===== src/design/psa_pkg.sv =====
// Package for the presence state arbiter: item types, state codes, register map
package psa_pkg;

    localparam int unsigned TIME_W  = 63;
    localparam int unsigned LEVEL_W = 16;
    localparam int unsigned LIMIT_W = 32;
    localparam int unsigned CFG_W   = 32;
    localparam int unsigned CFG_IDX_W = 3;

    // Occupancy state codes
    typedef enum logic [2:0] {
        ST_INIT      = 3'd0,
        ST_CALIB     = 3'd1,
        ST_EMPTY     = 3'd2,
        ST_MOTION    = 3'd3,
        ST_PRESENT   = 3'd4,
        ST_UNCERTAIN = 3'd5,
        ST_DEGRADED  = 3'd6
    } state_t;

    // Operation codes
    localparam logic FUNC_UPDATE  = 1'b0;
    localparam logic FUNC_RESTART = 1'b1;

    // Register indexes
    localparam logic [CFG_IDX_W-1:0] REG_MOTION_ENTER   = 3'd0;
    localparam logic [CFG_IDX_W-1:0] REG_MOTION_EXIT    = 3'd1;
    localparam logic [CFG_IDX_W-1:0] REG_PRESENCE_ENTER = 3'd2;
    localparam logic [CFG_IDX_W-1:0] REG_PRESENCE_EXIT  = 3'd3;
    localparam logic [CFG_IDX_W-1:0] REG_MIN_HEALTH     = 3'd4;
    localparam logic [CFG_IDX_W-1:0] REG_MEMORY_LIMIT   = 3'd5;
    localparam logic [CFG_IDX_W-1:0] REG_MOTION_DWELL   = 3'd6;
    localparam logic [CFG_IDX_W-1:0] REG_EMPTY_DWELL    = 3'd7;

    // Register reset values
    localparam logic [LEVEL_W-1:0] RST_MOTION_ENTER   = 16'd39322;
    localparam logic [LEVEL_W-1:0] RST_MOTION_EXIT    = 16'd26214;
    localparam logic [LEVEL_W-1:0] RST_PRESENCE_ENTER = 16'd32768;
    localparam logic [LEVEL_W-1:0] RST_PRESENCE_EXIT  = 16'd19661;
    localparam logic [LEVEL_W-1:0] RST_MIN_HEALTH     = 16'd32768;
    localparam logic [LIMIT_W-1:0] RST_MEMORY_LIMIT   = 32'd300000000;
    localparam logic [LIMIT_W-1:0] RST_MOTION_DWELL   = 32'd500000;
    localparam logic [LIMIT_W-1:0] RST_EMPTY_DWELL    = 32'd10000000;

    typedef struct packed {
        logic               func;
        logic [TIME_W-1:0]  now_time_us;
        logic               relocated;
        logic               calibration_ok;
        logic [LEVEL_W-1:0] link_health;
        logic               health_finite;
        logic               data_gap;
        logic               baseline_ok;
        logic [LEVEL_W-1:0] motion_level;
        logic [LEVEL_W-1:0] presence_level;
        logic               method_conflict;
    } in_item_t;

    typedef struct packed {
        logic [2:0]        current_code;
        logic [2:0]        candidate_code;
        logic [TIME_W-1:0] current_since_us;
        logic [TIME_W-1:0] candidate_since_out_us;
        logic              occupied_memory;
    } out_item_t;

    typedef struct packed {
        logic [LEVEL_W-1:0] motion_enter_level;
        logic [LEVEL_W-1:0] motion_exit_level;
        logic [LEVEL_W-1:0] presence_enter_level;
        logic [LEVEL_W-1:0] presence_exit_level;
        logic [LEVEL_W-1:0] health_floor;
        logic [LIMIT_W-1:0] memory_limit_us;
        logic [LIMIT_W-1:0] motion_dwell_us;
        logic [LIMIT_W-1:0] empty_dwell_us;
    } cfg_t;

endpackage


===== src/design/psa_cfg_regs.sv =====
// Configuration register file of the presence state arbiter
module psa_cfg_regs
    import psa_pkg::*;
(
    input  logic                 clk,
    input  logic                 rst_n,
    input  logic                 cfg_write,
    input  logic [CFG_IDX_W-1:0] cfg_index,
    input  logic [CFG_W-1:0]     cfg_data,
    output cfg_t                 cfg
);

    cfg_t cfg_reg;
    cfg_t cfg_next;

    // Decode the write
    always_comb
    begin
        cfg_next = cfg_reg;
        if (cfg_write)
        begin
            unique case (cfg_index)
                REG_MOTION_ENTER:   cfg_next.motion_enter_level   = cfg_data[LEVEL_W-1:0];
                REG_MOTION_EXIT:    cfg_next.motion_exit_level    = cfg_data[LEVEL_W-1:0];
                REG_PRESENCE_ENTER: cfg_next.presence_enter_level = cfg_data[LEVEL_W-1:0];
                REG_PRESENCE_EXIT:  cfg_next.presence_exit_level  = cfg_data[LEVEL_W-1:0];
                REG_MIN_HEALTH:     cfg_next.health_floor         = cfg_data[LEVEL_W-1:0];
                REG_MEMORY_LIMIT:   cfg_next.memory_limit_us      = cfg_data[LIMIT_W-1:0];
                REG_MOTION_DWELL:   cfg_next.motion_dwell_us      = cfg_data[LIMIT_W-1:0];
                REG_EMPTY_DWELL:    cfg_next.empty_dwell_us       = cfg_data[LIMIT_W-1:0];
                default:            cfg_next = cfg_reg;
            endcase
        end
    end

    // Hold the registers
    always_ff @(posedge clk or negedge rst_n)
    begin
        if (!rst_n)
        begin
            cfg_reg.motion_enter_level   <= RST_MOTION_ENTER;
            cfg_reg.motion_exit_level    <= RST_MOTION_EXIT;
            cfg_reg.presence_enter_level <= RST_PRESENCE_ENTER;
            cfg_reg.presence_exit_level  <= RST_PRESENCE_EXIT;
            cfg_reg.health_floor         <= RST_MIN_HEALTH;
            cfg_reg.memory_limit_us      <= RST_MEMORY_LIMIT;
            cfg_reg.motion_dwell_us      <= RST_MOTION_DWELL;
            cfg_reg.empty_dwell_us       <= RST_EMPTY_DWELL;
        end
        else
        begin
            cfg_reg <= cfg_next;
        end
    end

    assign cfg = cfg_reg;

endmodule


===== src/design/psa_core.sv =====
// Occupancy state registers and the single-pass update for one item
module psa_core
    import psa_pkg::*;
#(
    parameter logic [LIMIT_W-1:0] MOTION_EXIT_DWELL_US = 32'd2000000,
    parameter logic [LIMIT_W-1:0] PRESENCE_DWELL_US    = 32'd1000000,
    parameter logic [LIMIT_W-1:0] UNCERTAIN_DWELL_US   = 32'd3000000
)
(
    input  logic      clk,
    input  logic      rst_n,
    input  logic      step,
    input  in_item_t  item,
    input  cfg_t      cfg,
    output out_item_t result
);

    state_t            cur_reg, cur_next;
    state_t            cand_reg, cand_next;
    logic [TIME_W-1:0] cur_time_reg, cur_time_next;
    logic [TIME_W-1:0] cand_time_reg, cand_time_next;
    logic [TIME_W-1:0] report_time_reg, report_time_next;
    logic [TIME_W-1:0] evid_time_reg, evid_time_next;
    logic              occ_reg, occ_next;

    logic [TIME_W-1:0]  now;
    logic               stale;
    logic               evid_hit;
    logic [TIME_W-1:0]  evid_diff, evid_age;
    logic [TIME_W-1:0]  cand_diff, cand_age;
    logic               expired;
    logic [LEVEL_W-1:0] mot_thr, pres_thr;
    state_t             req;
    logic               req_expire;
    logic [LIMIT_W-1:0] dwell;
    logic               to_calib, to_degraded;

    assign now = item.now_time_us;

    // Age of evidence and of the candidate, clamped at zero
    always_comb
    begin
        evid_diff = now - evid_time_reg;
        evid_age  = (now >= evid_time_reg) ? evid_diff : '0;
        cand_diff = now - cand_time_reg;
        cand_age  = (now >= cand_time_reg) ? cand_diff : '0;
    end

    // Fresh evidence restarts the memory, so it cannot expire in the same item
    assign evid_hit = (item.motion_level >= cfg.motion_enter_level)
                   || (item.presence_level >= cfg.presence_enter_level);
    assign expired  = occ_reg && !evid_hit && (evid_time_reg != '0)
                   && (evid_age > {{(TIME_W-LIMIT_W){1'b0}}, cfg.memory_limit_us});
    assign stale    = (report_time_reg != '0) && (now <= report_time_reg);

    assign to_calib    = item.relocated || !item.calibration_ok;
    assign to_degraded = !item.baseline_ok || !item.health_finite
                      || (item.link_health < cfg.health_floor) || item.data_gap;

    // Pick the requested state with hysteresis on both levels
    always_comb
    begin
        mot_thr    = (cur_reg == ST_MOTION) ? cfg.motion_exit_level : cfg.motion_enter_level;
        pres_thr   = (cur_reg == ST_PRESENT) ? cfg.presence_exit_level
                                             : cfg.presence_enter_level;
        req_expire = 1'b0;
        if (item.method_conflict)
            req = ST_UNCERTAIN;
        else if (item.motion_level >= mot_thr)
            req = ST_MOTION;
        else if (cur_reg == ST_MOTION && occ_reg)
            req = ST_PRESENT;
        else if (item.presence_level >= pres_thr)
            req = ST_PRESENT;
        else if (expired)
        begin
            req        = ST_UNCERTAIN;
            req_expire = 1'b1;
        end
        else
            req = ST_EMPTY;
    end

    // Dwell time of the requested state
    always_comb
    begin
        case (req)
            ST_MOTION:    dwell = cfg.motion_dwell_us;
            ST_PRESENT:   dwell = (cur_reg == ST_MOTION) ? MOTION_EXIT_DWELL_US
                                                         : PRESENCE_DWELL_US;
            ST_EMPTY:     dwell = cfg.empty_dwell_us;
            ST_UNCERTAIN: dwell = UNCERTAIN_DWELL_US;
            default:      dwell = '0;
        endcase
    end

    // Advance the state for one item
    always_comb
    begin
        cur_next         = cur_reg;
        cand_next        = cand_reg;
        cur_time_next    = cur_time_reg;
        cand_time_next   = cand_time_reg;
        report_time_next = report_time_reg;
        evid_time_next   = evid_time_reg;
        occ_next         = occ_reg;

        if (item.func == FUNC_RESTART)
        begin
            cur_next         = ST_INIT;
            cand_next        = ST_INIT;
            cur_time_next    = now;
            cand_time_next   = now;
            report_time_next = now;
            evid_time_next   = '0;
            occ_next         = 1'b0;
        end
        else if (!stale)
        begin
            report_time_next = now;
            if (to_calib)
            begin
                occ_next       = 1'b0;
                cur_next       = ST_CALIB;
                cand_next      = ST_CALIB;
                cur_time_next  = now;
                cand_time_next = now;
            end
            else if (to_degraded)
            begin
                cur_next       = ST_DEGRADED;
                cand_next      = ST_DEGRADED;
                cur_time_next  = now;
                cand_time_next = now;
            end
            else
            begin
                if (evid_hit)
                    evid_time_next = now;
                if (req_expire)
                    occ_next = 1'b0;
                if (req == cur_reg || req != cand_reg)
                begin
                    cand_next      = req;
                    cand_time_next = now;
                end
                else if (cand_age >= {{(TIME_W-LIMIT_W){1'b0}}, dwell})
                begin
                    cur_next       = req;
                    cand_next      = req;
                    cur_time_next  = now;
                    cand_time_next = now;
                    if (req == ST_MOTION || req == ST_PRESENT)
                    begin
                        occ_next       = 1'b1;
                        evid_time_next = now;
                    end
                    else if (req == ST_EMPTY)
                        occ_next = 1'b0;
                end
            end
        end
    end

    // Hold the state
    always_ff @(posedge clk or negedge rst_n)
    begin
        if (!rst_n)
        begin
            cur_reg         <= ST_INIT;
            cand_reg        <= ST_INIT;
            cur_time_reg    <= '0;
            cand_time_reg   <= '0;
            report_time_reg <= '0;
            evid_time_reg   <= '0;
            occ_reg         <= 1'b0;
        end
        else if (step)
        begin
            cur_reg         <= cur_next;
            cand_reg        <= cand_next;
            cur_time_reg    <= cur_time_next;
            cand_time_reg   <= cand_time_next;
            report_time_reg <= report_time_next;
            evid_time_reg   <= evid_time_next;
            occ_reg         <= occ_next;
        end
    end

    // Snapshot after the update
    always_comb
    begin
        result.current_code           = cur_next;
        result.candidate_code         = cand_next;
        result.current_since_us       = cur_time_next;
        result.candidate_since_out_us = cand_time_next;
        result.occupied_memory        = occ_next;
    end

endmodule


===== src/design/presence_state_arbiter.sv =====
// Stages: two register stages, the input register and then the result register, which drives out_valid.
// Throughput: one item per cycle while out_stall is low; the state update is one pass of compare and subtract logic.
// The input register takes one further item while a result waits; the next one is stalled.
// Reset: asynchronous, active low; clears state and valid flags, sets config registers to defaults.
// Items stay in order; a stalled result holds until taken.
module presence_state_arbiter
    import psa_pkg::*;
#(
    parameter logic [31:0] MOTION_EXIT_DWELL_US = 32'd2000000,
    parameter logic [31:0] PRESENCE_DWELL_US    = 32'd1000000,
    parameter logic [31:0] UNCERTAIN_DWELL_US   = 32'd3000000
)
(
    input  logic                 clk,
    input  logic                 rst_n,
    input  logic                 in_valid,
    output logic                 in_stall,
    input  in_item_t             in_data,
    output logic                 out_valid,
    input  logic                 out_stall,
    output out_item_t            out_data,
    input  logic                 cfg_write,
    input  logic [CFG_IDX_W-1:0] cfg_index,
    input  logic [CFG_W-1:0]     cfg_data
);

    logic      in_valid_reg;
    in_item_t  in_item_reg;
    logic      out_valid_reg;
    out_item_t out_item_reg;
    logic      advance;
    logic      step;
    cfg_t      cfg;
    out_item_t result;

    psa_cfg_regs u_cfg (
        .clk       (clk),
        .rst_n     (rst_n),
        .cfg_write (cfg_write),
        .cfg_index (cfg_index),
        .cfg_data  (cfg_data),
        .cfg       (cfg)
    );

    psa_core #(
        .MOTION_EXIT_DWELL_US (MOTION_EXIT_DWELL_US),
        .PRESENCE_DWELL_US    (PRESENCE_DWELL_US),
        .UNCERTAIN_DWELL_US   (UNCERTAIN_DWELL_US)
    ) u_core (
        .clk    (clk),
        .rst_n  (rst_n),
        .step   (step),
        .item   (in_item_reg),
        .cfg    (cfg),
        .result (result)
    );

    // Result register can take a new item when empty or being drained
    assign advance  = !out_valid_reg || !out_stall;
    assign step     = in_valid_reg && advance;
    assign in_stall = in_valid_reg && !advance;

    // Input register
    always_ff @(posedge clk or negedge rst_n)
    begin
        if (!rst_n)
            in_valid_reg <= 1'b0;
        else if (in_valid && !in_stall)
            in_valid_reg <= 1'b1;
        else if (advance)
            in_valid_reg <= 1'b0;
    end

    always_ff @(posedge clk)
    begin
        if (in_valid && !in_stall)
            in_item_reg <= in_data;
    end

    // Result register
    always_ff @(posedge clk or negedge rst_n)
    begin
        if (!rst_n)
            out_valid_reg <= 1'b0;
        else if (advance)
            out_valid_reg <= in_valid_reg;
    end

    always_ff @(posedge clk)
    begin
        if (step)
            out_item_reg <= result;
    end

    assign out_valid = out_valid_reg;
    assign out_data  = out_item_reg;

endmodule


===== config.mk =====
export PLATFORM = sky130hd
export DESIGN_NAME = presence_state_arbiter
export DESIGN_NICKNAME = d
export VERILOG_FILES = /design/src/design/psa_pkg.sv /design/src/design/psa_cfg_regs.sv /design/src/design/psa_core.sv /design/src/design/presence_state_arbiter.sv
export SDC_FILE = /design/constraint.sdc
export NUM_CORES = 2
export LEC_CHECK = 0
export ABC_AREA = 1
export BUFFER_PORTS_ARGS = -buffer_cell sky130_fd_sc_hd__buf_4
export CAP_MARGIN = 0
export CORE_MARGIN = 3
export CORE_UTILIZATION = 45
export DETAILED_ROUTE_END_ITERATION = 16
export SLEW_MARGIN = 20
export SYNTH_ARGS = -nofsm -noshare
export SYNTH_HDL_FRONTEND = slang
export SYNTH_SLANG_ARGS = --single-unit

===== constraint.sdc =====
create_clock -name clk -period 8.16 [get_ports clk]
set_input_delay 0.408 -clock clk [delete_from_list [all_inputs] [get_ports clk]]
set_output_delay 0.408 -clock clk [all_outputs]
set_load 0.005 [all_outputs]

# After elaboration in Yosys (flattened, before gate mapping)
# Cells that the tools add are included.
[word_totals]
regBits = 688
[classes]
add_sub_neg = 2
order_cmp = 10
n_eq_ne = 18
n_mux = 61
reduce_logical = 38
[op_table]
columns = ["cell", "n"]
rows = [
  ["2-to-1 mux 63 bit", 24],
  ["one-hot mux 32 bit (4 select lines)", 1],
  [">= comparator 63 bit", 2],
  ["nonzero test 63 bit", 2],
  ["subtractor 63 bit", 2],
  [">= comparator 16 bit", 4],
  [">= comparator 63 x 32 -> 1 bit", 1],
  ["> comparator 63 x 32 -> 1 bit", 1],
  ["less-or-equal comparator 63 bit", 1],
  ["2-to-1 mux 3 bit", 17],
  ["2-to-1 mux 16 bit", 2],
  ["equality test 3 bit, second input constant", 7],
  ["2-to-1 mux 21 bit", 1],
  ["AND reduction 2 bit", 9],
  ["less-than comparator 16 bit", 1],
  ["2-to-1 mux 1 bit", 16],
  ["equality test 3 x 2 -> 1 bit, second input constant", 5],
  ["logical AND 1 bit", 8],
  ["logical NOT 1 bit", 8],
  ["logical OR 1 bit", 8],
  ["!= test 2 bit, second input constant", 3],
  ["AND reduction 4 bit", 1],
  ["equality test 3 x 1 -> 1 bit, second input constant", 1],
  ["equality test 3 bit", 1],
  ["other kinds (3)", 3],
]

# Longest topological paths before layout
[depth]
word_depth = 20
mapped_depth = 55
depth_no_buf = 54

# Hierarchy
# A second synthesis with hierarchy kept.
[hier_totals]
hier_cells = 6955
hier_area_um2 = 48868.1
[modules_own_cells]
columns = ["mod", "instances", "cells_each", "area_each_um2", "seq_area_each_um2"]
rows = [
  ["psa_core", 1, 5909, 34322.9, 6481.2],
  ["presence_state_arbiter", 1, 263, 7632.3, 7587.3],
  ["psa_cfg_regs", 1, 783, 6912.9, 4468.0],
]

# Worst setup path after synthesis
# Ideal clock, no wire load.
[synth_timing]
kind = "reg-to-reg"
startpoint = "reg in_item_reg[60] (netlist name)"
endpoint = "reg out_item_reg (netlist bit out_data[23]), data pin"
setup_time_ps = 255
t_arrival_ps = 6291
t_required_ps = 7905
path_slack_ps = 1614
path_stages_with_launch = 49
synth_period_minus_slack_ps = 6546
path_cell_list = "edfxtp_1 > ha_1 > nand2_1 > inv_2 > a21oi_1 > nand2_2 > nand2_1 > nand2_2 > nand2_1 > nand2_2 > nand3_2 > nand2_4 > inv_2 > clkbuf_1 > nor2_1 > ha_1 > nand2_1 > inv_1 > (+13 left out) > ha_1 > nand2_1 > nor2_1 > a211oi_1 > o221ai_1 > nand3b_1 > o2111ai_1 > nand2_1 > nand2_1 > o211ai_1 > o21a_1 > nand3_2 > inv_2 > nand4_4 > nand2_8 > buf_4 > nand2_1 > and2_1"
[synth_lines]
columns = ["item", "line", "source"]
rows = [
  ["start: declaration", "presence_state_arbiter.sv:28", "in_item_t in_item_reg;"],
  ["start signal: assignment", "presence_state_arbiter.sv:77", "in_item_reg <= in_data;"],
  ["end signal: assignment", "presence_state_arbiter.sv:92", "out_item_reg <= result;"],
  ["end: declaration", "presence_state_arbiter.sv:30", "out_item_t out_item_reg;"],
]

==> report_table.html <==
<table>
<tr><th>Metric</th><th>Value</th></tr>
<tr><th colspan="2">Cells and area</th></tr>
<tr><td>Final standard cell area without fillers</td><td>about 56000 um2</td></tr>
<tr><td>Fillers</td><td>9939</td></tr>
<tr><td>Ratio of cells with drive above 1 in the final layout</td><td>0.100</td></tr>
<tr><td>Growth of design area from synthesis to finish</td><td>18.4%</td></tr>
<tr><td>Number of nets in the layout</td><td>approximately 7500</td></tr>
<tr><td>Footprint of the multi-input gates</td><td>24000 um2</td></tr>
<tr><td>Flip-flop count of the largest register, all copies and words added</td><td>~180</td></tr>
<tr><td>Share of the core filled with cells</td><td>0.542</td></tr>
<tr><td>Sequential cell area</td><td>about 19000 um2</td></tr>
<tr><th colspan="2">Synth</th></tr>
<tr><td>Yosys warning total</td><td>0</td></tr>
<tr><td>Mean instance size in the synthesized netlist</td><td>7.17 um2</td></tr>
<tr><td>Flops &amp; latches, synth</td><td>about 690</td></tr>
<tr><td>Number of different library cells in the post-synthesis netlist</td><td>60</td></tr>
<tr><td>Post-synthesis instance area</td><td>roughly 47000 um2</td></tr>
<tr><td>Area fraction of the dominant cell type after synthesis</td><td>0.205</td></tr>
<tr><td>Cell taking the most area after synthesis</td><td>dfrtp_1</td></tr>
<tr><td>Number of enable flip-flop cells after synthesis</td><td>around 250</td></tr>
<tr><td>Synthesized netlist net count</td><td>about 7100</td></tr>
<tr><td>Flip-flop cell with the highest count after synthesis</td><td>dfrtp_1</td></tr>
<tr><td>Share of synthesized area occupied by flip-flops and latches</td><td>0.394</td></tr>
<tr><td>Cells after synthesis</td><td>6566</td></tr>
<tr><td>Main area contributors after synthesis</td><td>dfrtp_1 (21%), nand2_1 (17%), edfxtp_1 (16%)</td></tr>
<tr><td>FFs w/ async S/R, synth</td><td>0.635</td></tr>
<tr><th colspan="2">Timing</th></tr>
<tr><td>Number of max-slew violations in the final report</td><td>0</td></tr>
<tr><td>Min Hold Slack</td><td>approximately 0.06 ns</td></tr>
<tr><td>Final Setup Violations</td><td>0</td></tr>
<tr><td>Max_slew headroom</td><td>0.154</td></tr>
<tr><td>Final setup skew</td><td>between 0.05 and 0.06 ns</td></tr>
<tr><td>Final Hold Fails</td><td>0</td></tr>
<tr><td>Post-layout minimum cycle time</td><td>7.79 ns</td></tr>
<tr><td>Actual slew at the worst max-slew pin</td><td>around 1.3 ns</td></tr>
<tr><td>Maximum frequency from static timing analysis</td><td>128 MHz</td></tr>
<tr><td>Final period utilization</td><td>0.955</td></tr>
<tr><td>Setup WS post-layout</td><td>0.371 ns</td></tr>
<tr><td>Setup repair after global routing missed its margin</td><td>yes</td></tr>
<tr><th colspan="2">Clock tree</th></tr>
<tr><td>Master cell of the clock root buffer</td><td>clkbuf_16</td></tr>
<tr><td>Clock latency at the later pin of the worst-skew pair</td><td>roughly 0.7 ns</td></tr>
<tr><td>Clock tree from TritonCTS</td><td>built</td></tr>
<tr><td>Post-CTS clock slew at the launch and capture registers of the worst setup and hold paths</td><td>0.06 ns</td></tr>
<tr><td>CTS HTree Levels</td><td>3</td></tr>
<tr><td>Clk sinks</td><td>about 690</td></tr>
<tr><td>CTS buffer count</td><td>82</td></tr>
<tr><td>Worst-case clock buffer depth</td><td>3</td></tr>
<tr><th colspan="2">Route</th></tr>
<tr><td>Average wire per standard cell</td><td>about 22 um</td></tr>
<tr><td>Detailed-routing iteration count for the pre-antenna-repair pass</td><td>6</td></tr>
<tr><td>Routed via count</td><td>roughly 46000</td></tr>
<tr><td>Detail Route Antenna Nets</td><td>0</td></tr>
<tr><td>Initial DRC Count</td><td>around 4400</td></tr>
<tr><td>Vias per std cell</td><td>roughly 5.4</td></tr>
<tr><td>Residual DRC</td><td>0</td></tr>
<tr><td>Total wire length</td><td>around 180000 um</td></tr>
<tr><th colspan="2">Floorplanning</th></tr>
<tr><td>Overall die height</td><td>329 um</td></tr>
<tr><td>Initial core utilization</td><td>0.458</td></tr>
<tr><td>Overall die width</td><td>~330 um</td></tr>
<tr><td>Die ar.</td><td>roughly 110000 um2</td></tr>
<tr><td>Core area</td><td>103000 um2</td></tr>
<tr><td>Row Count</td><td>117</td></tr>
<tr><td>Number of placed I/O pins</td><td>a little under 300</td></tr>
<tr><th colspan="2">Worst setup path</th></tr>
<tr><td>CP delay by family, top</td><td>simple AND/OR/NAND/NOR gates</td></tr>
<tr><td>Number of buffer and inverter stages on the critical path</td><td>6</td></tr>
<tr><td>Worst endpoint required time</td><td>8.56 ns</td></tr>
<tr><td>Type of destination of the critical path</td><td>flip-flop</td></tr>
<tr><td>Most frequent cell on the critical path</td><td>nand2_1</td></tr>
<tr><td>Biggest cell delay along the critical path</td><td>0.47 ns</td></tr>
<tr><td>Critical path class</td><td>flip-flop to flip-flop</td></tr>
<tr><td>Slowest-stage cell, CP</td><td>edfxtp_1</td></tr>
<tr><td>Total number of cells along the worst setup path</td><td>43</td></tr>
<tr><td>Maximum net fanout on the critical path</td><td>16</td></tr>
<tr><td>Critical Path Source Type</td><td>flip-flop</td></tr>
<tr><td>Worst setup startpoint</td><td>in_item_reg[59]$_DFFE_PP_</td></tr>
<tr><td>FF-to-FF Start</td><td>in_item_reg[59]$_DFFE_PP_</td></tr>
<tr><td>Number of cells on the worst reg-to-reg path</td><td>between 40 and 50</td></tr>
<tr><td>Arrival time of data at the critical path endpoint</td><td>8.19 ns</td></tr>
<tr><th colspan="2">Worst hold path</th></tr>
<tr><td>Hold Path Origin</td><td>in_valid</td></tr>
<tr><td>Kind of path behind the tightest hold check</td><td>input port to flip-flop</td></tr>
<tr><td>Number of cells traversed by the worst hold path</td><td>3</td></tr>
<tr><th colspan="2">Run</th></tr>
<tr><td>Number of max-capacitance violations reported</td><td>0</td></tr>
<tr><th colspan="2">Global routing</th></tr>
<tr><td>Via count of the first global-routing pass</td><td>approximately 42000</td></tr>
<tr><td>Number of antenna violations at the first check in global routing</td><td>6</td></tr>
<tr><td>Wire length of the first global-routing pass</td><td>between 200000 and 300000 um</td></tr>
<tr><td>Total overflow reported by the global router</td><td>0</td></tr>
<tr><td>Global Route Usage Sum</td><td>0.328</td></tr>
<tr><td>Maximum number of pins on one net before global-route repair</td><td>around 150</td></tr>
<tr><th colspan="2">Run status</th></tr>
<tr><td>Result of the run</td><td>completed</td></tr>
<tr><th colspan="2">Placed design</th></tr>
<tr><td>IO buf count</td><td>292</td></tr>
<tr><td>Place WS</td><td>~0.14 ns</td></tr>
<tr><td>Placed inst area</td><td>around 51000 um2</td></tr>
<tr><td>HPWL reported at the end of detailed placement</td><td>between 100000 and 150000 um</td></tr>
<tr><td>Routability-driven placement congestion ratio</td><td>~1</td></tr>
<tr><th colspan="2">Power and ir drop</th></tr>
<tr><td>Maximum vdd drop</td><td>roughly 230 uV</td></tr>
<tr><td>Power density of the placed cells</td><td>roughly 300 nW/um2</td></tr>
<tr><td>Lkg Pwr</td><td>between 20 and 30 nW</td></tr>
<tr><td>Total chip power</td><td>16.8 mW</td></tr>
</table>
[path summary, 6_finish.rpt]
kind,end,slack (ns)
max,out_data[18]$_DFFE_PP_,0.37
min,in_valid_reg$_DFFE_PN0P_,0.06
max reg2reg,out_data[18]$_DFFE_PP_,0.37
min reg2reg,u_core.cur_time_reg[39]$_DFFE_PN0P_,0.48
max in group asynchronous,u_core.evid_time_reg[57]$_DFFE_PN0P_,5.65
min in group asynchronous,u_core.cur_time_reg[6]$_DFFE_PN0P_,0.31
[tightest hold or removal path: stages]
cell and delay [ns]:
buf_4 0.08, nand2_1 0.12, nand2_1 0.10
[metal layers]
metal / GRT usage / vias to the layer above / part of all wire
li1: - / 22100 / -
met1: 0.464 / 21600 / 0.45
met2: 0.511 / 1852 / 0.44
met3: 0.0495 / 252 / 0.077
met4: 0.114 / 2 / 0.038
met5: 0 / - / 0.000071
[timing repair]
item,CTS,global route
endpoints found under the hold margin,222,0
endpoints found under the setup margin,0,322
gates resized for setup,0,24
hold buffers,142,0
setup buffers,0,4
[final cells by class]
class | instances | share of cell area
multi-input combinational | 4683 | 0.431
sequential | 688 | 0.333
timing repair buffer | 571 | 0.0868
inverter | 996 | 0.0675
clock buffer | 106 | 0.0403
tap | 1368 | 0.0307
clock inverter | 48 | 0.0109
antenna | 3 | 0.000135
[stage by stage]
step | TNS, ns | cells
2_1_floorplan | 0 | 6566
3_3_place_gp | 0 | 8156
3_5_place_dp | 0 | 8156
4_1_cts | 0 | 8452
5_1_grt | -0.0549 | 8460
6_report | 0 | 8463
[power breakdown]
part	switching, mW	leakage (nW)	internal (mW)
clock	1.64	1.37	2.24
sequential	0.459	7.79	4.51
combinational	5.24	18.5	2.67
[cells in the mapped netlist (all sizes together) (2+ instances only)]
library cell     n
nand4           85
clkinv           5
dfstp           51
a21o             9
a211oi          11
nand3b          22
nand2         2152
a221oi          10
nand3          490
o21bai          20
fa               2
a21boi          10
buf             62
o21a            10
or2             23
nor3            36
o21ai          588
and2           127
edfxtp         251
nor4b            2
nor2           366
o211ai          14
o22ai            3
o31ai            2
xor2            17
xnor2           38
dfrtp          386
ha             332
nor4            24
inv            991
clkbuf         139
a21oi          259
o2111ai          3
o221ai           7
a2111oi          2
a31oi           13
[layout by cell type, fill, tap and decap left out, drive strengths merged, types with 7 or more instances in the layout]
master and count:
nand2 2154, inv 997, o21ai 588, nand3 490, buf 428, dfrtp 386, nor2 366, ha 332
a21oi 259, edfxtp 251, dlygate4sd3 142, and2 127, clkbuf 107, nand4 85, dfstp 51, xnor2 38
nor3 36, clkinv 31, nor4 24, or2 23, nand3b 22, o21bai 20, xor2 17, o211ai 14
a31oi 13, a211oi 11, o21a 10, a21boi 10, a221oi 10, a21o 9, clkinvlp 8, bufinv 8
o221ai 7
[logic make-up (layout without fill, tap and decap cells)]
family,after synthesis,in the layout,share of synthesized area
fa+ha+maj,334,334,0.0891
other cells,0,3,0
mux,1,1,0.000239
compound gates,962,962,0.109
buf+inv,1197,1721,0.0988
simple gates,3329,3331,0.299
flops,688,688,0.394
xor+xnor,55,55,0.0102
(Power assumes the default switching activity.)
